**src/tskf_pkg.sv**
```systemverilog
// ----------------------------------------------------------------------------
// tskf_pkg
// Shared widths, constants and control types for the three-axis scalar
// Kalman filter.
// ----------------------------------------------------------------------------
package tskf_pkg;

  localparam int FRAC_BITS = 16;
  localparam int SAMPLE_W  = 16;
  localparam int REG_W     = 24;
  localparam int APB_W     = 32;
  localparam int ADDR_W    = 4;
  localparam int EST_W     = SAMPLE_W + FRAC_BITS;
  localparam int GAIN_W    = FRAC_BITS + 1;
  localparam int DEN_W     = REG_W + 1;
  localparam int PROD_W    = EST_W + GAIN_W;
  localparam int CPROD_W   = REG_W + GAIN_W;
  localparam int CNT_W     = $clog2(GAIN_W + 1);
  localparam int RND_W     = EST_W + 2;

  localparam logic [GAIN_W-1:0] ONE = {1'b1, {FRAC_BITS{1'b0}}};

  localparam longint REG_MAX = (64'sd1 <<< REG_W) - 64'sd1;
  localparam longint Q_RAW   = (64'sd1 <<< FRAC_BITS) >>> 4;
  localparam longint R_RAW   = 64'sd1 <<< FRAC_BITS;
  localparam longint P_RAW   = ((64'sd22 <<< FRAC_BITS) + 64'sd50) / 64'sd100;

  localparam logic [REG_W-1:0] Q_RESET =
    (Q_RAW > REG_MAX) ? REG_MAX[REG_W-1:0] : Q_RAW[REG_W-1:0];
  localparam logic [REG_W-1:0] R_RESET =
    (R_RAW > REG_MAX) ? REG_MAX[REG_W-1:0] : R_RAW[REG_W-1:0];
  localparam logic [REG_W-1:0] P_RESET =
    (P_RAW > REG_MAX) ? REG_MAX[REG_W-1:0] : P_RAW[REG_W-1:0];

  // rounding offsets: +0.5, and +0.5 + (1.0 - lsb) for truncation toward zero
  localparam longint RND_POS_RAW = 64'sd1 <<< (FRAC_BITS - 1);
  localparam longint RND_NEG_RAW = RND_POS_RAW + (64'sd1 <<< FRAC_BITS) - 64'sd1;
  localparam logic [RND_W-1:0] RND_POS = RND_POS_RAW[RND_W-1:0];
  localparam logic [RND_W-1:0] RND_NEG = RND_NEG_RAW[RND_W-1:0];

  localparam logic [SAMPLE_W-1:0] SAT_MAX = {1'b0, {(SAMPLE_W-1){1'b1}}};
  localparam logic [SAMPLE_W-1:0] SAT_MIN = {1'b1, {(SAMPLE_W-1){1'b0}}};

  localparam logic [1:0] REG_Q  = 2'd0;
  localparam logic [1:0] REG_R  = 2'd1;
  localparam logic [1:0] REG_P0 = 2'd2;

  typedef enum logic [2:0] {
    ST_IDLE,
    ST_PSUM,
    ST_DIVS,
    ST_DIVW,
    ST_MUL,
    ST_UPD,
    ST_FIN
  } state_t;

  typedef struct packed {
    logic capture;
    logic load;
    logic diff;
    logic mul;
    logic upd;
    logic echo;
  } lane_ctl_t;

endpackage

```
**src/tskf_lane.sv**
```systemverilog
// ----------------------------------------------------------------------------
// tskf_lane
// One axis: holds the fixed-point estimate, forms |sample - estimate|,
// scales it by the gain, steps toward the sample and rounds for output.
// ----------------------------------------------------------------------------
module tskf_lane (
  input  logic                                clk,
  input  logic                                rst,
  input  tskf_pkg::lane_ctl_t                 ctl,
  input  logic signed [tskf_pkg::SAMPLE_W-1:0] sample_in,
  input  logic [tskf_pkg::GAIN_W-1:0]         gain,
  output logic signed [tskf_pkg::SAMPLE_W-1:0] filtered
);
  import tskf_pkg::*;

  logic [SAMPLE_W-1:0] sample;
  logic [EST_W-1:0]    est;
  logic [EST_W-1:0]    mag;
  logic                neg;
  logic [PROD_W-1:0]   prod;

  logic [EST_W:0]      diff_w;
  logic [EST_W:0]      mag_w;
  logic [EST_W-1:0]    step;
  logic [RND_W-1:0]    est_x;
  logic [RND_W-1:0]    v_pos;
  logic [RND_W-1:0]    v_neg;
  logic [RND_W-1:0]    v_sel;
  logic [SAMPLE_W+1:0] r_int;
  logic [SAMPLE_W-1:0] r_sat;

  always_comb begin
    diff_w = {sample[SAMPLE_W-1], sample, {FRAC_BITS{1'b0}}} - {est[EST_W-1], est};
    mag_w  = diff_w[EST_W] ? (~diff_w + 1'b1) : diff_w;
    step   = prod[EST_W+FRAC_BITS-1:FRAC_BITS];

    est_x  = {{2{est[EST_W-1]}}, est};
    v_pos  = est_x + RND_POS;
    v_neg  = est_x + RND_NEG;
    v_sel  = v_pos[RND_W-1] ? v_neg : v_pos;
    r_int  = v_sel[RND_W-1:FRAC_BITS];
    if ((r_int[SAMPLE_W+1:SAMPLE_W-1] == 3'b000) ||
        (r_int[SAMPLE_W+1:SAMPLE_W-1] == 3'b111)) begin
      r_sat = r_int[SAMPLE_W-1:0];
    end else begin
      r_sat = r_int[SAMPLE_W+1] ? SAT_MIN : SAT_MAX;
    end
  end

  always_ff @(posedge clk) begin
    if (rst) begin
      est <= '0;
    end else begin
      if (ctl.capture && ctl.load) begin
        est <= {sample_in, {FRAC_BITS{1'b0}}};
      end else if (ctl.upd) begin
        est <= neg ? (est - step) : (est + step);
      end
    end
  end

  always_ff @(posedge clk) begin
    if (ctl.capture) begin
      sample <= sample_in;
    end
    if (ctl.diff) begin
      mag <= mag_w[EST_W-1:0];
      neg <= diff_w[EST_W];
    end
    if (ctl.mul) begin
      prod <= mag * gain;
    end
  end

  assign filtered = ctl.echo ? sample : r_sat;

endmodule

```
**config.mk**
```make
export PLATFORM = sky130hd
export DESIGN_NAME = tskf_lane
export DESIGN_NICKNAME = d
export VERILOG_FILES = /design/src/tskf_pkg.sv /design/src/tskf_lane.sv
export SDC_FILE = /design/constraint.sdc
export NUM_CORES = 2
export LEC_CHECK = 0
export BUFFER_PORTS_ARGS = -buffer_cell sky130_fd_sc_hd__buf_2
export CAP_MARGIN = 40
export CORE_ASPECT_RATIO = 0.75
export CORE_MARGIN = 5
export CORE_UTILIZATION = 30
export CTS_CLUSTER_SIZE = 10
export DETAILED_ROUTE_END_ITERATION = 10
export GPL_ROUTABILITY_DRIVEN = 1
export MAX_ROUTING_LAYER = met4
export PLACE_DENSITY = 0.56
export SETUP_SLACK_MARGIN = 0.5
export SYNTH_ARGS = -nofsm -noshare
export SYNTH_HDL_FRONTEND = slang
export SYNTH_SLANG_ARGS = --single-unit
```
**constraint.sdc**
```tcl
create_clock -name clk -period 12.7 [get_ports clk]
set_clock_uncertainty 0.1 [all_clocks]
set_input_delay 2.54 -clock clk [delete_from_list [all_inputs] [get_ports clk]]
set_output_delay 2.54 -clock clk [all_outputs]
set_load 0.01 [all_outputs]
```
==> summary.md <==
| Metric | Value |
|---|---|
| Status | `complete, no violations` |
| CTS Buffer Depth | `2` |
| CP arrival | `9.29 ns` |
| CP max stage delay | `0.62 ns` |
| DP Area | `0.0265 mm²` |
| Worst setup margin | `3.48 ns` |
| Setup Viol. Count Final | `0` |
| WL final | `66.7 mm` |
| Crit path max-delay family | `adder cells` |
| Hold endpoint | `mag[0]` |
| Worst R2R End | `prod[40]` |
| Drt pass-1 iters | `6` |
| Setup TNS | `0 ns` |
| Crit path max fanout | `32` |
| Largest area contributor in the netlist | `fa_1` |
| Path depth of the worst reg2reg path | `24` |
| Synth area leaders | `fa_1 36%, edfxtp_1 9.7%, inv_1 8.4%` |
| Post-route DRC | `0` |
| Worst R2R Setup Slack | `5.33 ns` |
| Worst Setup End Kind | `flip-flop` |
| Commonest cells in the netlist | `564 x inv_1, 447 x fa_1, 416 x nand2_1` |
| Peak Freq | `0.109 GHz` |
| Die span in y | `261 µm` |
| Non-Filler Instances | `3,964` |
| GR Util All Layers | `15.8%` |
| Num rows | `92` |
| I/O pin total | `57` |
| CP Cell Sequence | `buf_2 > nand2_1 > fa_1 > inv_1 > fa_1 > fa_1 > fa_1 > fa_1 > inv_1 > fa_1 > inv_1 > ha_1 > a21oi_1 > o21ai_0 > a21oi_1 > o21ai_0 > a22oi_1 > o21ai_0 > a21boi_0 > o21bai_1 > a21oi_1 > xnor2_1` |
| Post-layout min period | `9.22 ns` |
| Max-cap violations | `0` |
| Synth Flop Type | `edfxtp_1` |
| Area of the multi-input gates | `0.0194 mm²` |
| Grt total ovfl | `0` |
| Relative slew margins | `39.5%` |
| Total core area | `0.0836 mm²` |
| Buf/Inv on CP | `4` |
| Ys Warns | `0` |
| Htree depth | `4` |
| Synth Instances | `2,862` |
| Reg-to-reg critical path startpoint | `mag[7]` |
| Tcrit/Tclk final | `72.6%` |
| Syn Area/Cell | `8.79 µm²` |
| DRT antenna net count | `0` |
| Post-synth net total | `3,518` |
| Synth Register Bits | `113` |
| DP Cell Count | `3,931` |
| Clock root buffer | `clkbuf_16` |
| Vias | `18,700` |
| Critical setup path kind | `input pin to flip-flop` |
| Initial Util | `30.1%` |
| Resize count post-CTS | `0` |
| Largest net degree at the start of global routing | `44` |
| Worst hold path class | `flip-flop to flip-flop` |
| Die Area | `0.0898 mm²` |
| Fin area | `0.0271 mm²` |
| Cts hold-fix bufs | `0` |
| Most used cell, CP | `fa_1` |
| # Post-CTS Setup Buffers | `0` |
| CTS buffer count | `17` |
| Vias per cell | `4.73` |
| Routability Congestion | `0.845` |
| Hpwl dp | `52.6 mm` |
| Netlist cell types | `90` |
| # port buffers | `56` |
| Mapped cell area | `0.0252 mm²` |
| Hold path depth | `0` |
| Die width | `344 µm` |
| Final hold viol count | `0` |
| Clock slew at reported path FFs | `0.06 ns` |
| CTS tree | `built` |
| Post-synth EDFFs | `81` |
| Layout cells sized above 1 | `5.22%` |
| # nets final | `3,478` |
| Vias in the first global route | `19,600` |
| Clock latency on the worst-skew pair | `0.43 ns` |
| Startpoint types | `input pin` |
| Filler cell count in the final layout | `8,841` |
| Top-area cell type share of the netlist area | `35.6%` |
| Antenna violations before repair | `2` |
| Detailed Route Iter0 Violations | `1,120` |
| Worst Hold Launch | `est[0]` |
| Dpl ws | `3.11 ns` |
| Register area | `0.00307 mm²` |
| Max-slew violations | `0` |
| Wire length of the first global-routing pass | `110 mm` |
| Seq/Total Area, Yosys | `12.2%` |
| CTS Sinks | `113` |
| Worst Path Required | `12.78 ns` |
| DR WL/cell | `16.8 µm` |
| RSZ-0062 raised after global routing | `false` |
| Area growth from synthesis to layout | `7.76%` |
| Count leader, synth | `inv_1` |
| Worst-margin pin slew | `0.907 ns` |
| Slowest-stage cell, CP | `buf_2` |
| Ys async rst share | `0%` |
[per-stage QoR]
stage          utilization (%)  hold slack [ns]
2_1_floorplan                -            0.331
3_3_place_gp              31.6            0.511
3_5_place_dp              31.7            0.519
4_1_cts                   32.4            0.544
5_1_grt                   32.4            0.567
6_report                  32.4            0.535
[layer usage]
metal | track usage, % | share of wire (%) | up-vias
li1 | - | - | 8814
met1 | 23.7 | 51 | 9419
met2 | 22.8 | 42 | 442
met3 | 2.83 | 5.6 | 61
met4 | 2.16 | 1.2 | 0
met5 | - | 0 | -
[layout make-up]
type / count / area share [%]
Timing Repair Buffer: 75 / 1.81
Multi-Input combinational cell: 2050 / 71.6
Inverter: 565 / 7.82
Clock buffer: 18 / 1.58
Sequential cell: 113 / 11.3
Tap cell: 1128 / 5.21
Antenna cell: 1 / 0.00923
Clock inverter: 14 / 0.660
[cells in the final DEF (no fill, tap or decap), drive strengths merged, types with 5 or more instances in the layout]
cell type  Yosys  layout
inv          565     568
fa           447     447
nand2        417     417
and2         211     211
ha           168     168
xnor2        120     120
nor2         117     117
a21oi        116     116
edfxtp        81      81
buf           19      75
o21ai         64      64
nor3          52      52
xor2          35      35
dfxtp         32      32
a21o          31      31
nand3         23      23
mux2i         18      18
clkbuf       115      18
nor2b         16      16
nand4         15      15
a211oi        15      15
o21a          14      14
a31oi         14      14
nand2b        13      13
nor4          13      13
o31ai         11      11
and3          10      10
and4           9       9
o21bai         8       8
or3            8       8
o22ai          8       8
a211o          5       5
or4            5       5
clkinv         0       5
[worst max-delay path by stage]
| stage | startpoint | endpoint | slack (ns) | cells past startpoint |
|---|---|---|---|---|
| global placement | gain[8] | prod[40] | 3.23 | 25 |
| finish | gain[8] | prod[40] | 3.48 | 22 |
| floorplan | gain[8] | prod[40] | 4.25 | 24 |
| CTS | gain[8] | prod[40] | 3.52 | 22 |
| global route | gain[8] | prod[40] | 3.00 | 25 |
| detailed placement | gain[8] | prod[40] | 3.11 | 22 |
[state kept, by name (all words and copies together) (netlist names)]
signal and flops:
est 32, prod 32, mag 32, neg 1
sample 16
[kinds of logic after synthesis]
logic type / after synthesis / share of synthesized area, %
and+or+nand+nor: 925 / 18.1
buffers and inverters: 699 / 10.7
adders and majority gates: 615 / 43.9
AOI/OAI and AO/OA: 334 / 8.82
xor gates and xnor gates: 155 / 5.46
DFF: 113 / 12.2
muxes: 21 / 0.851
Power is not shown: default switching activity piles up to over one toggle a cycle in this logic, so the estimate is an artifact.
