### config.mk
export PLATFORM = sky130hd
export DESIGN_NAME = tskf_div
export DESIGN_NICKNAME = d
export VERILOG_FILES = /design/src/tskf_pkg.sv /design/src/tskf_div.sv
export SDC_FILE = /design/constraint.sdc
export NUM_CORES = 1
export LEC_CHECK = 0
export ABC_AREA = 0
export BUFFER_PORTS_ARGS = -buffer_cell sky130_fd_sc_hd__clkbuf_2
export CORE_MARGIN = 2
export CORE_UTILIZATION = 58
export DETAILED_ROUTE_END_ITERATION = 10
export GPL_ROUTABILITY_DRIVEN = 1
export PLACE_DENSITY = 0.81
export SYNTH_ARGS = -nofsm -noshare
export SYNTH_HDL_FRONTEND = slang
export SYNTH_SLANG_ARGS = --single-unit
### constraint.sdc
create_clock -name clk -period 5.2 [get_ports clk]
set_clock_uncertainty 0.15 [all_clocks]
set_input_delay 1.04 -clock clk [delete_from_list [all_inputs] [get_ports clk]]
set_output_delay 1.04 -clock clk [all_outputs]
set_load 0.02 [all_outputs]
### src/tskf_pkg.sv
// ----------------------------------------------------------------------------
// tskf_pkg
// Shared widths, constants and control types for the three-axis scalar
// Kalman filter.
// ----------------------------------------------------------------------------
package tskf_pkg;

  localparam int FRAC_BITS = 16;
  localparam int SAMPLE_W  = 16;
  localparam int REG_W     = 24;
  localparam int APB_W     = 32;
  localparam int ADDR_W    = 4;
  localparam int EST_W     = SAMPLE_W + FRAC_BITS;
  localparam int GAIN_W    = FRAC_BITS + 1;
  localparam int DEN_W     = REG_W + 1;
  localparam int PROD_W    = EST_W + GAIN_W;
  localparam int CPROD_W   = REG_W + GAIN_W;
  localparam int CNT_W     = $clog2(GAIN_W + 1);
  localparam int RND_W     = EST_W + 2;

  localparam logic [GAIN_W-1:0] ONE = {1'b1, {FRAC_BITS{1'b0}}};

  localparam longint REG_MAX = (64'sd1 <<< REG_W) - 64'sd1;
  localparam longint Q_RAW   = (64'sd1 <<< FRAC_BITS) >>> 4;
  localparam longint R_RAW   = 64'sd1 <<< FRAC_BITS;
  localparam longint P_RAW   = ((64'sd22 <<< FRAC_BITS) + 64'sd50) / 64'sd100;

  localparam logic [REG_W-1:0] Q_RESET =
    (Q_RAW > REG_MAX) ? REG_MAX[REG_W-1:0] : Q_RAW[REG_W-1:0];
  localparam logic [REG_W-1:0] R_RESET =
    (R_RAW > REG_MAX) ? REG_MAX[REG_W-1:0] : R_RAW[REG_W-1:0];
  localparam logic [REG_W-1:0] P_RESET =
    (P_RAW > REG_MAX) ? REG_MAX[REG_W-1:0] : P_RAW[REG_W-1:0];

  // rounding offsets: +0.5, and +0.5 + (1.0 - lsb) for truncation toward zero
  localparam longint RND_POS_RAW = 64'sd1 <<< (FRAC_BITS - 1);
  localparam longint RND_NEG_RAW = RND_POS_RAW + (64'sd1 <<< FRAC_BITS) - 64'sd1;
  localparam logic [RND_W-1:0] RND_POS = RND_POS_RAW[RND_W-1:0];
  localparam logic [RND_W-1:0] RND_NEG = RND_NEG_RAW[RND_W-1:0];

  localparam logic [SAMPLE_W-1:0] SAT_MAX = {1'b0, {(SAMPLE_W-1){1'b1}}};
  localparam logic [SAMPLE_W-1:0] SAT_MIN = {1'b1, {(SAMPLE_W-1){1'b0}}};

  localparam logic [1:0] REG_Q  = 2'd0;
  localparam logic [1:0] REG_R  = 2'd1;
  localparam logic [1:0] REG_P0 = 2'd2;

  typedef enum logic [2:0] {
    ST_IDLE,
    ST_PSUM,
    ST_DIVS,
    ST_DIVW,
    ST_MUL,
    ST_UPD,
    ST_FIN
  } state_t;

  typedef struct packed {
    logic capture;
    logic load;
    logic diff;
    logic mul;
    logic upd;
    logic echo;
  } lane_ctl_t;

endpackage

### src/tskf_div.sv
// ----------------------------------------------------------------------------
// tskf_div
// Restoring serial divider for the Kalman gain: quot = (num << FRAC_BITS)/den,
// one quotient bit per cycle, num <= den assumed. Zero divisor gives zero.
// ----------------------------------------------------------------------------
module tskf_div (
  input  logic                         clk,
  input  logic                         rst,
  input  logic                         start,
  input  logic [tskf_pkg::REG_W-1:0]   num,
  input  logic [tskf_pkg::DEN_W-1:0]   den,
  output logic                         done,
  output logic [tskf_pkg::GAIN_W-1:0]  quot
);
  import tskf_pkg::*;

  logic              busy;
  logic [CNT_W-1:0]  cnt;
  logic              first;
  logic              zero;
  logic [DEN_W-1:0]  rem;
  logic [DEN_W-1:0]  den_r;
  logic [GAIN_W-1:0] quot_r;

  logic [DEN_W:0]    trial;
  logic [DEN_W:0]    sub;
  logic              ge;
  logic [DEN_W-1:0]  rem_next;

  always_comb begin
    trial    = first ? {1'b0, rem} : {rem, 1'b0};
    ge       = trial >= {1'b0, den_r};
    sub      = trial - {1'b0, den_r};
    rem_next = ge ? sub[DEN_W-1:0] : trial[DEN_W-1:0];
  end

  always_ff @(posedge clk) begin
    if (rst) begin
      busy <= 1'b0;
      done <= 1'b0;
      cnt  <= '0;
    end else begin
      done <= 1'b0;
      if (start) begin
        busy <= 1'b1;
        cnt  <= CNT_W'(GAIN_W);
      end else if (busy) begin
        cnt <= cnt - 1'b1;
        if (cnt == CNT_W'(1)) begin
          busy <= 1'b0;
          done <= 1'b1;
        end
      end
    end
  end

  always_ff @(posedge clk) begin
    if (start) begin
      first  <= 1'b1;
      zero   <= (den == '0);
      rem    <= {1'b0, num};
      den_r  <= den;
      quot_r <= '0;
    end else if (busy) begin
      first  <= 1'b0;
      rem    <= rem_next;
      quot_r <= {quot_r[GAIN_W-2:0], ge};
    end
  end

  assign quot = zero ? '0 : quot_r;

endmodule

==> impl_metrics.tcl, run 1 <==
set metrics [dict create \
    drtIter0Drc 237 \
    crit_chain "buf_4 > mux2_2 > ha_1 > and4_4 > and3_1 > a221o_1 > o211a_1 > o31a_1 > nor2_2 > buf_4 > nor3_1 > o31ai_1" \
    ctsHoldBuffers 0 \
    synthFlopType "edfxtp_1" \
    n_antenna_cell 0 \
    switching_share_pct 37.5 \
    synth_cell_types 63 \
    crit_fanout 16 \
    rsz0062_at_grt "false" \
    routed_wl_mm 11.2 \
    power_frac_clock_pct 22.6 \
    cp.required_ns 5.25 \
    track_usage_pct 25.9 \
    dp.cells 653 \
    io-pin-count 70 \
    ant_nets 0 \
    clk_latency_ns 0.36 \
    root_buffer "clkbuf_8" \
    htree_levels 3 \
    critPathBufInv 2 \
    cts.sink_count 76 \
    start_util_pct 59.5 \
    status "complete, no violations" \
    period_share_pct 80.0 \
    synth.avg_cell_area_um2 9.79 \
    antenna_found_initial 0 \
    viasPerCell 5.97 \
    grt_overflow 0 \
    dp_hpwl_mm 8.04 \
    hold_path_class "reg2reg" \
    synth-edff-count 50 \
    slowest_delay_ns 0.53 \
    rows 33 \
    crit_family "compound AO/OA/AOI/OAI gates" \
    synth_warnings 0 \
    worst_slew_pin_slew_ns 0.902 \
    cts_tree "yes" \
    slew_viol_final 0 \
    synth_seq_area_share_pct 41.6 \
    finalCriticalPeriod_ns 4.16 \
    fin_tns_setup_ns 0 \
    cap_violations 0 \
    p_leak_nw 2.37 \
    total_power_mw 2.10 \
    pwr-share-comb_pct 41.3 \
    portBuffers 69 \
    power.density_mw_per_mm2 384 \
    ir_worst_vdd_mv 0.215 \
    nets 642 \
    grt_pass1_wl_mm 18.5 \
    area_delta_synth_final_pct 12.6 \
    crit_path_end_kind "register" \
    numCtsBuffers 9 \
    die_y_um 95.6 \
    path_common_cell "buf_4" \
    synth_nets 580 \
    gr-usage-met2_pct 42.9 \
    critPathSlowestCell "nor2_2" \
    slew_headroom_pct 39.9 \
    crit_type "reg2reg" \
    seqPwrFrac_pct 36.1 \
    syn_inst 497 \
    grt_start_max_net_pins 47 \
    max_clock_freq_ghz 0.240 \
    synthArstFlopShare_pct 0 \
    fin_cells 669 \
    die_width_um 95.6 \
    setup_viol 0 \
    drive_gt1_share_pct 21.6 \
    cts_resized 0 \
    gp_congestion 0.945 \
    synth_area_mm2 0.00486 \
    cts.reportedPaths.clkPinSlew_ns 0.09 \
    r2r_slack_ns 1.04 \
    post_cts_buffers 0 \
    critPathArrivalTime_ns 4.20 \
    gr-max-usage-layer "met2" \
    use_met3_pct 3.95 \
    post_drt_wl_per_cell_um 16.7 \
    core-area_mm2 0.00818 \
    grt_pass1_vias 3962 \
    grtUsageMet1_pct 33.7 \
    startpoint_type "register" \
    clockBufferDepth 2 \
    synth-seq-cells 76 \
    die_area_mm2 0.00913 \
    drc 0 \
    firstDrtPassIters 5 \
    intPower_mw 1.31 \
    p_sw_uw 787 \
    hold_viol 0 \
    vias 3993 \
]
## state kept, by name, indices dropped and copies added (netlist names)
name / count
busy: 1
quot_r: 17
den_r: 25
rem: 25
done: 1
zero: 1
cnt: 5
first: 1
## cell families after synthesis
kind of cell	synth area share, %
buffers and inverters	4.60
muxes	9.67
xor gates and xnor gates	3.78
and+or+nand+nor	16.4
DFF	41.6
AOI/OAI and AO/OA	15.8
adders and majority gates	8.13
## power groups by stage
| stage | clock network, mW | registers (mW) | logic, mW |
|---|---|---|---|
| after floorplan | 0 | 0.756 | 0.678 |
| after global placement | 0 | 0.769 | 0.814 |
| after detailed placement | 0 | 0.772 | 0.843 |
| after CTS | 0.479 | 0.758 | 0.855 |
| after global routing | 0.505 | 0.767 | 0.952 |
| final | 0.475 | 0.758 | 0.868 |
## Yosys cell counts (2+ instances only)
master	count	area (um2)
edfxtp_1	50	1500
nand2_1	38	143
nor2_1	38	143
a21oi_1	35	175
ha_1	30	375
inv_1	30	113
dfxtp_1	26	521
mux2_2	24	270
nor2b_1	23	144
mux2i_1	20	200
a2bb2oi_1	17	149
xnor2_1	15	131
clkbuf_1	13	48.8
o21ai_0	13	65.1
nor3_1	12	60.1
a21o_1	8	60.1
nand3_1	6	30.0
nor4_1	6	37.5
xor2_1	6	52.6
and2_1	5	31.3
buf_2	5	25.0
and3_1	4	25.0
o21a_1	4	30.0
o21ai_1	4	20.0
o21bai_1	4	30.0
or2_2	4	25.0
a211oi_1	3	22.5
a31oi_1	3	18.8
nand2b_1	3	18.8
nand4_1	3	18.8
o211ai_1	3	22.5
a221o_1	2	20.0
a22oi_1	2	15.0
buf_1	2	7.51
buf_4	2	15.0
nand3b_1	2	15.0
nor3b_1	2	15.0
nor4b_1	2	17.5
o31a_1	2	17.5
o31ai_1	2	15.0
or4_1	2	15.0
## final cells by class
type	instances	area, um2
Fill cell	672	2700
Multi-Input combinational cell	367	2620
Clock inverter	6	57.6
Tap cell	105	131
Sequential cell	76	2020
Timing Repair Buffer	74	383
Clock buffer	10	149
Inverter	31	116
## per-stage QoR
stage          instance area, um2  utilization (%)  setup WS (ns)  hold WS [ns]
3_5_place_dp                 5270             64.5           1.12         0.342
4_1_cts                      5480             67.0           1.08         0.354
5_1_grt                      5480             67.0          0.843         0.384
2_1_floorplan                4860                -           1.22         0.302
6_report                     5480             67.0           1.04         0.352
3_3_place_gp                 5270             64.5           1.22         0.318
## layout by cell type, fill, tap and decap left out, types with 3 or more instances in the layout
master	synthesis	layout
edfxtp_1	50	50
mux2_2	24	24
inv_1	30	30
nand2b_1	3	3
o21ai_1	4	4
xor2_1	6	6
o21bai_1	4	4
ha_1	30	30
a21oi_1	35	35
nand2_1	38	38
xnor2_1	15	15
o21a_1	4	4
a211oi_1	3	3
and3_1	4	4
inv_8	0	3
nor2b_1	23	23
o211ai_1	3	3
a31oi_1	3	3
nand3_1	6	6
nor3_1	12	12
a2bb2oi_1	17	17
or2_2	4	4
buf_4	2	5
dfxtp_1	26	26
clkbuf_8	0	9
clkbuf_2	0	69
and2_1	5	5
nand4_1	3	3
mux2i_1	20	20
nor2_1	38	38
o21ai_0	13	13
a21o_1	8	8
nor4_1	6	6
## worst paths after layout
path,from,depth (start not counted),to
min,quot_r[16]$_SDFFE_PP0P_,2,quot_r[16]$_SDFFE_PP0P_
max reg2reg,first$_SDFFE_PP1P_,12,rem[23]$_DFFE_PP_
min reg2reg,quot_r[16]$_SDFFE_PP0P_,2,quot_r[16]$_SDFFE_PP0P_
max,first$_SDFFE_PP1P_,12,rem[23]$_DFFE_PP_
## metal layers
metal / vias to the layer above / part of all wire (%)
li1: 1936 / -
met4: 0 / 1.9
met1: 1889 / 45
met2: 150 / 48
met5: - / 0
met3: 18 / 5.3
## worst register-to-register path, cell delays in order, from the launching register on
cell	delay, ns
dfxtp_1	0.34
buf_4	0.25
mux2_2	0.39
ha_1	0.38
and4_4	0.25
and3_1	0.18
a221o_1	0.32
o211a_1	0.25
o31a_1	0.35
nor2_2	0.53
buf_4	0.32
nor3_1	0.08
o31ai_1	0.22
No activity file was read; power rests on OpenSTA's default activity.
==> inputs of run 2 (changes only) <==
--- a/config.mk
+++ b/config.mk
@@ -8,10 +8,10 @@
 export ABC_AREA = 0
 export BUFFER_PORTS_ARGS = -buffer_cell sky130_fd_sc_hd__clkbuf_2
 export CORE_MARGIN = 2
-export CORE_UTILIZATION = 58
+export CORE_UTILIZATION = 52
 export DETAILED_ROUTE_END_ITERATION = 10
 export GPL_ROUTABILITY_DRIVEN = 1
-export PLACE_DENSITY = 0.81
+export PLACE_DENSITY = 0.76
 export SYNTH_ARGS = -nofsm -noshare
 export SYNTH_HDL_FRONTEND = slang
 export SYNTH_SLANG_ARGS = --single-unit
==> constraint.sdc (replaced) <==
create_clock -name clk -period 3.8 [get_ports clk]
set_clock_uncertainty 0.15 [all_clocks]
set_input_delay 0.76 -clock clk [delete_from_list [all_inputs] [get_ports clk]]
set_output_delay 0.76 -clock clk [all_outputs]
set_load 0.02 [all_outputs]
==> run 2 against run 1 <==
Flip-flop and latch count unchanged. Critical endpoint is now rem[9]$_DFFE_PP_. Largest cell class unchanged. Core utilization is 5.7 points lower. First-iteration DRC count grew 14%. Critical path depth unchanged.
==> impl_metrics.tcl, run 2 (synthesized netlist as in run 1, its figures left out) <==
set metrics [dict create \
    reg_top3 "den_r: 25 flops, rem: 25 flops, quot_r: 17 flops" \
    n_antenna_cell 0 \
    final_common_cell "clkbuf_2" \
    routed_wl_mm 11.3 \
    hold_slack_ns 0.345 \
    ir_worst_vdd_mv 0.279 \
    fin_tns_setup_ns 0 \
    status "complete, no violations" \
    seqPwrFrac_pct 35.2 \
    grt_pass1_wl_mm 18.7 \
    rows 35 \
    slew_viol_final 0 \
    rsz0062_at_grt "false" \
    nets 658 \
    critPathArrivalTime_ns 3.61 \
    hold_path_class "reg2reg" \
    period_share_pct 95.8 \
    cts.reportedPaths.clkPinSlew_ns 0.10 \
    placedInstanceArea_mm2 0.00541 \
    cts.sink_count 76 \
    drtIter0Drc 269 \
    hold_viol 0 \
    grt_overflow 0 \
    drive_gt1_share_pct 24.1 \
    die_width_um 101 \
    clockBufferDepth 2 \
    power.density_mw_per_mm2 525 \
    pwr-share-comb_pct 43.0 \
    stdcell_area_mm2 0.00561 \
    switching_share_pct 36.9 \
    core-area_mm2 0.00915 \
    crit_path_end_kind "register" \
    cap_violations 0 \
    intPower_mw 1.86 \
    drc 0 \
    firstDrtPassIters 5 \
    post-place-ws_ns 0.0930 \
    vias 4016 \
    startpoint_type "register" \
    area_delta_synth_final_pct 15.4 \
    die_y_um 101 \
    die_area_mm2 0.0101 \
    crit_type "reg2reg" \
    track_usage_pct 23.3 \
    power_frac_clock_pct 21.8 \
    cp.required_ns 3.77 \
    rr_worst_depth 12 \
    gp_congestion 0.925 \
    dp_hpwl_mm 8.26 \
    grt_pass1_vias 3927 \
    start_util_pct 53.1 \
    max_clock_freq_ghz 0.275 \
    fin_ws_ns 0.160 \
    ant_nets 0 \
    htree_levels 3 \
    layout_common_cells "clkbuf_2 (69), edfxtp_1 (50), nand2_1 (38), nor2_1 (38), a21oi_1 (35)" \
    root_buffer "clkbuf_8" \
    p_leak_nw 2.45 \
    portBuffers 69 \
    setup_viol 0 \
    post_cts_buffers 0 \
    grt_start_max_net_pins 66 \
    fin_cells 691 \
    numCtsBuffers 9 \
    dp.cells 675 \
    p_sw_mw 1.09 \
    antenna_found_initial 0 \
    post_drt_wl_per_cell_um 16.4 \
    io-pin-count 70 \
    slew_headroom_pct 45.8 \
    hold_path_depth 2 \
    crit_fanout 17 \
    viasPerCell 5.81 \
    clk_latency_ns 0.36 \
    cts_tree "yes" \
    finalCriticalPeriod_ns 3.64 \
    worst_slew_pin_slew_ns 0.808 \
]
run 2: changes by cell type in the layout (fill, tap and decap cells not counted), sizes merged:
cell and change:
buf +16
run 2: final timing paths:
path,endpoint,slack [ns],startpoint
worst min-delay path,quot_r[16]$_SDFFE_PP0P_,0.34,quot_r[16]$_SDFFE_PP0P_
worst max register to register,rem[9]$_DFFE_PP_,0.16,first$_SDFFE_PP1P_
worst min register to register,quot_r[16]$_SDFFE_PP0P_,0.34,quot_r[16]$_SDFFE_PP0P_
worst max-delay path,rem[9]$_DFFE_PP_,0.16,first$_SDFFE_PP1P_
run 2: cell type report:
cell class / count / area (um2)
clock inverter: 6 / 48.8
sequential: 76 / 2020
inverter: 31 / 116
clock buffer: 10 / 149
tap: 111 / 139
timing repair buffer: 90 / 519
fill: 770 / 3540
multi-input combinational: 367 / 2620
run 2: critical path: stages (launching register included):
cell	delay (ns)
dfxtp_2	0.37
buf_12	0.15
mux2_2	0.37
ha_1	0.34
and4_4	0.17
and3_1	0.18
a221o_1	0.32
o211a_1	0.23
o31a_1	0.31
or2_2	0.46
buf_4	0.23
nand2_1	0.06
a2bb2oi_1	0.06
run 2: layer usage:
| layer | up-vias | GRT usage, % | part of all wire (%) | wire length, um |
|---|---|---|---|---|
| li1 | 1963 | - | - | - |
| met1 | 1903 | 33.4 | 47 | 5320 |
| met2 | 142 | 36.0 | 45 | 5110 |
| met3 | 8 | 3.47 | 6.9 | 787 |
| met4 | 0 | 7.90 | 0.95 | 108 |
| met5 | - | 0 | 0 | 0 |
run 2: repair_timing:
action / in CTS / in global routing
gates resized for setup: 0 / 3
hold buffers: 0 / 0
setup endpoints to repair: 0 / 15
run 2: stage by stage:
| step | utilization (%) | total power, mW |
|---|---|---|
| 3_5_place_dp | 59.1 | 2.29 |
| 3_3_place_gp | 59.1 | 2.26 |
| 4_1_cts | 61.3 | 2.94 |
| 2_1_floorplan | - | 1.97 |
| 5_1_grt | 61.3 | 3.13 |
| 6_report | 61.3 | 2.95 |
run 2: power groups by stage:
stage | Clock [mW] | Combinational, mW | Sequential (mW)
2_1_floorplan | 0 | 0.930 | 1.04
3_3_place_gp | 0 | 1.21 | 1.05
3_5_place_dp | 0 | 1.24 | 1.06
4_1_cts | 0.653 | 1.25 | 1.04
5_1_grt | 0.680 | 1.40 | 1.05
6_report | 0.641 | 1.27 | 1.04
==> inputs of run 3 (changes only) <==
--- a/config.mk
+++ b/config.mk
@@ -6,7 +6,7 @@
 export NUM_CORES = 1
 export LEC_CHECK = 0
 export ABC_AREA = 0
-export BUFFER_PORTS_ARGS = -buffer_cell sky130_fd_sc_hd__clkbuf_2
+export BUFFER_PORTS_ARGS = -buffer_cell sky130_fd_sc_hd__buf_2
 export CORE_MARGIN = 2
 export CORE_UTILIZATION = 52
 export DETAILED_ROUTE_END_ITERATION = 10
==> run 3 against run 2 <==
Sequential share of layout area fell by 0.078 points. Core utilization rose by 0.096 points. Total power rose by 0.11%. Fmax fell by 0.63%. First-iteration DRC count fell by 13%. Flip-flop and latch count did not move. Die area did not move. Combinational power barely moved. Global-route usage rose by 0.13 points. Sequential power barely moved. Via count rose by 1.2%. Final area rose by 0.16%.
==> impl_metrics.tcl, run 3 (synthesized netlist as in run 1, its figures left out) <==
set metrics [dict create \
    crit_type "reg2reg" \
    pwr-share-comb_pct 43.1 \
    antenna_found_initial 0 \
    post-place-ws_ns 0.0765 \
    start_util_pct 53.1 \
    firstDrtPassIters 5 \
    crit_fanout 13 \
    rows 35 \
    crit_family "compound AO/OA/AOI/OAI gates" \
    slowest_delay_ns 0.40 \
    cap_violations 0 \
    die_y_um 101 \
    seqPwrFrac_pct 35.3 \
    power.density_mw_per_mm2 525 \
    fin_tns_setup_ns 0 \
    switching_share_pct 36.9 \
    drive_gt1_share_pct 24.0 \
    routed_wl_mm 11.4 \
    crit_cells 13 \
    post_drt_wl_per_cell_um 16.5 \
    slew_viol_final 0 \
    clockBufferDepth 2 \
    ctsHoldBuffers 0 \
    critPathBufInv 3 \
    gp_congestion 0.918 \
    vias 4063 \
    viasPerCell 5.88 \
    worst_slew_pin_slew_ns 0.864 \
    area_delta_synth_final_pct 15.6 \
    hold_path_class "reg2reg" \
    path_common_cell "buf_4" \
    grt_pass1_vias 3866 \
    hold_viol 0 \
    ant_nets 0 \
    utilization_pct 61.4 \
    p_leak_nw 2.45 \
    cts.sink_count 76 \
    drc 0 \
    met1Wirelength_mm 5.30 \
    status "complete, no violations" \
    track_usage_pct 23.4 \
    reg2reg_to "rem[23]$_DFFE_PP_" \
    fillers 773 \
    nets 658 \
    grt_start_max_net_pins 66 \
    htree_levels 3 \
    critPathSlowestCell "dfxtp_1" \
    dp_hpwl_mm 8.37 \
    die_area_mm2 0.0101 \
    final_common_cell "buf_2" \
    finalCriticalPeriod_ns 3.66 \
    crit_chain "buf_12 > mux2_2 > ha_1 > and4_4 > and3_1 > a221o_1 > o211a_1 > o31a_1 > buf_4 > nor2_4 > buf_4 > nor3_1 > o31ai_1" \
    cp.required_ns 3.83 \
    period_share_pct 96.4 \
    grt_pass1_wl_mm 18.7 \
    rr_worst_depth 13 \
    slew_headroom_pct 42.1 \
    highest_layer "met4" \
    r2r-start "first$_SDFFE_PP1P_" \
    setup_viol 0 \
    reg_top3 "den_r: 25 flops, rem: 25 flops, quot_r: 17 flops" \
    drtIter0Drc 234 \
    crit_path_end_kind "register" \
    io-pin-count 70 \
    root_buffer "clkbuf_8" \
    die_width_um 101 \
    p_sw_mw 1.09 \
    hold_path_depth 2 \
    portBuffers 69 \
    wl_met2_mm 5.22 \
    r2r_slack_ns 0.14 \
    max_clock_freq_ghz 0.273 \
    numCtsBuffers 9 \
    intPower_mw 1.86 \
    clk_latency_ns 0.37 \
    min_to "quot_r[0]$_SDFFE_PP0P_" \
    startpoint_type "register" \
    layout_common_cells "buf_2 (69), edfxtp_1 (50), nand2_1 (38), nor2_1 (38), a21oi_1 (35)" \
    wl_met3_um 739 \
    critPathArrivalTime_ns 3.69 \
    rsz0062_at_grt "false" \
    stdcell_area_mm2 0.00562 \
    min-delay-start "quot_r[0]$_SDFFE_PP0P_" \
    power_frac_clock_pct 21.6 \
    n_antenna_cell 0 \
    placedInstanceArea_mm2 0.00541 \
    cts_tree "yes" \
    ir_worst_vdd_mv 0.257 \
    core-area_mm2 0.00915 \
    cts.reportedPaths.clkPinSlew_ns 0.10 \
    grt_overflow 0 \
    fin_ws_ns 0.137 \
]
run 3: cell type report:
type | instances | area (um2) | area share (%)
flip-flops and latches | 76 | 2020 | 36.0
clock buffers | 10 | 149 | 2.65
clock inverters | 6 | 51.3 | 0.913
inverters | 31 | 116 | 2.07
well taps | 111 | 139 | 2.47
multi-input cells | 367 | 2630 | 46.7
repair buffers | 90 | 519 | 9.24
run 3: repair_timing:
action | 4_1_cts | 5_1_grt
buffers inserted | 0 | 0
gates resized for setup | 0 | 4
setup endpoints to repair | 0 | 13
run 3: stage by stage:
step	std cells	power [mW]	hold slack, ns
finish	691	2.95	0.356
floorplan	497	1.97	0.302
global route	691	3.12	0.391
global placement	675	2.26	0.319
CTS	691	2.93	0.357
detailed placement	675	2.29	0.344
run 3: power by group through the flow:
stage / Clock [mW] / Combinational [mW] / Sequential, mW
3_3_place_gp: 0 / 1.20 / 1.05
2_1_floorplan: 0 / 0.930 / 1.04
4_1_cts: 0.644 / 1.24 / 1.04
3_5_place_dp: 0 / 1.24 / 1.06
6_report: 0.638 / 1.27 / 1.04
5_1_grt: 0.675 / 1.40 / 1.05
run 3: worst register-to-register path, delay by kind of cell, from the launching register on:
| kind | cells | cell delay (ns) |
|---|---|---|
| adders and majority gates | 1 | 0.32 |
| muxes | 1 | 0.36 |
| DFF | 1 | 0.40 |
| and+or+nand+nor | 4 | 0.61 |
| buffers and inverters | 3 | 0.50 |
| AOI/OAI and AO/OA | 4 | 1.14 |
run 3: worst max path at each step:
stage	start	endpoint	slack [ns]
after detailed placement	first$_SDFFE_PP1P_	rem[9]$_DFFE_PP_	0.08
after floorplan	first$_SDFFE_PP1P_	rem[19]$_DFFE_PP_	0.09
final	first$_SDFFE_PP1P_	rem[23]$_DFFE_PP_	0.14
after CTS	first$_SDFFE_PP1P_	rem[9]$_DFFE_PP_	0.06
after global placement	first$_SDFFE_PP1P_	rem[4]$_DFFE_PP_	0.14
after global routing	first$_SDFFE_PP1P_	rem[23]$_DFFE_PP_	0.01
run 3: per-layer routing:
| layer | GRT usage [%] | vias up |
|---|---|---|
| li1 | - | 1962 |
| met2 | 35.7 | 142 |
| met1 | 33.2 | 1945 |
| met4 | 7.17 | 0 |
| met5 | 0 | - |
| met3 | 5.34 | 14 |
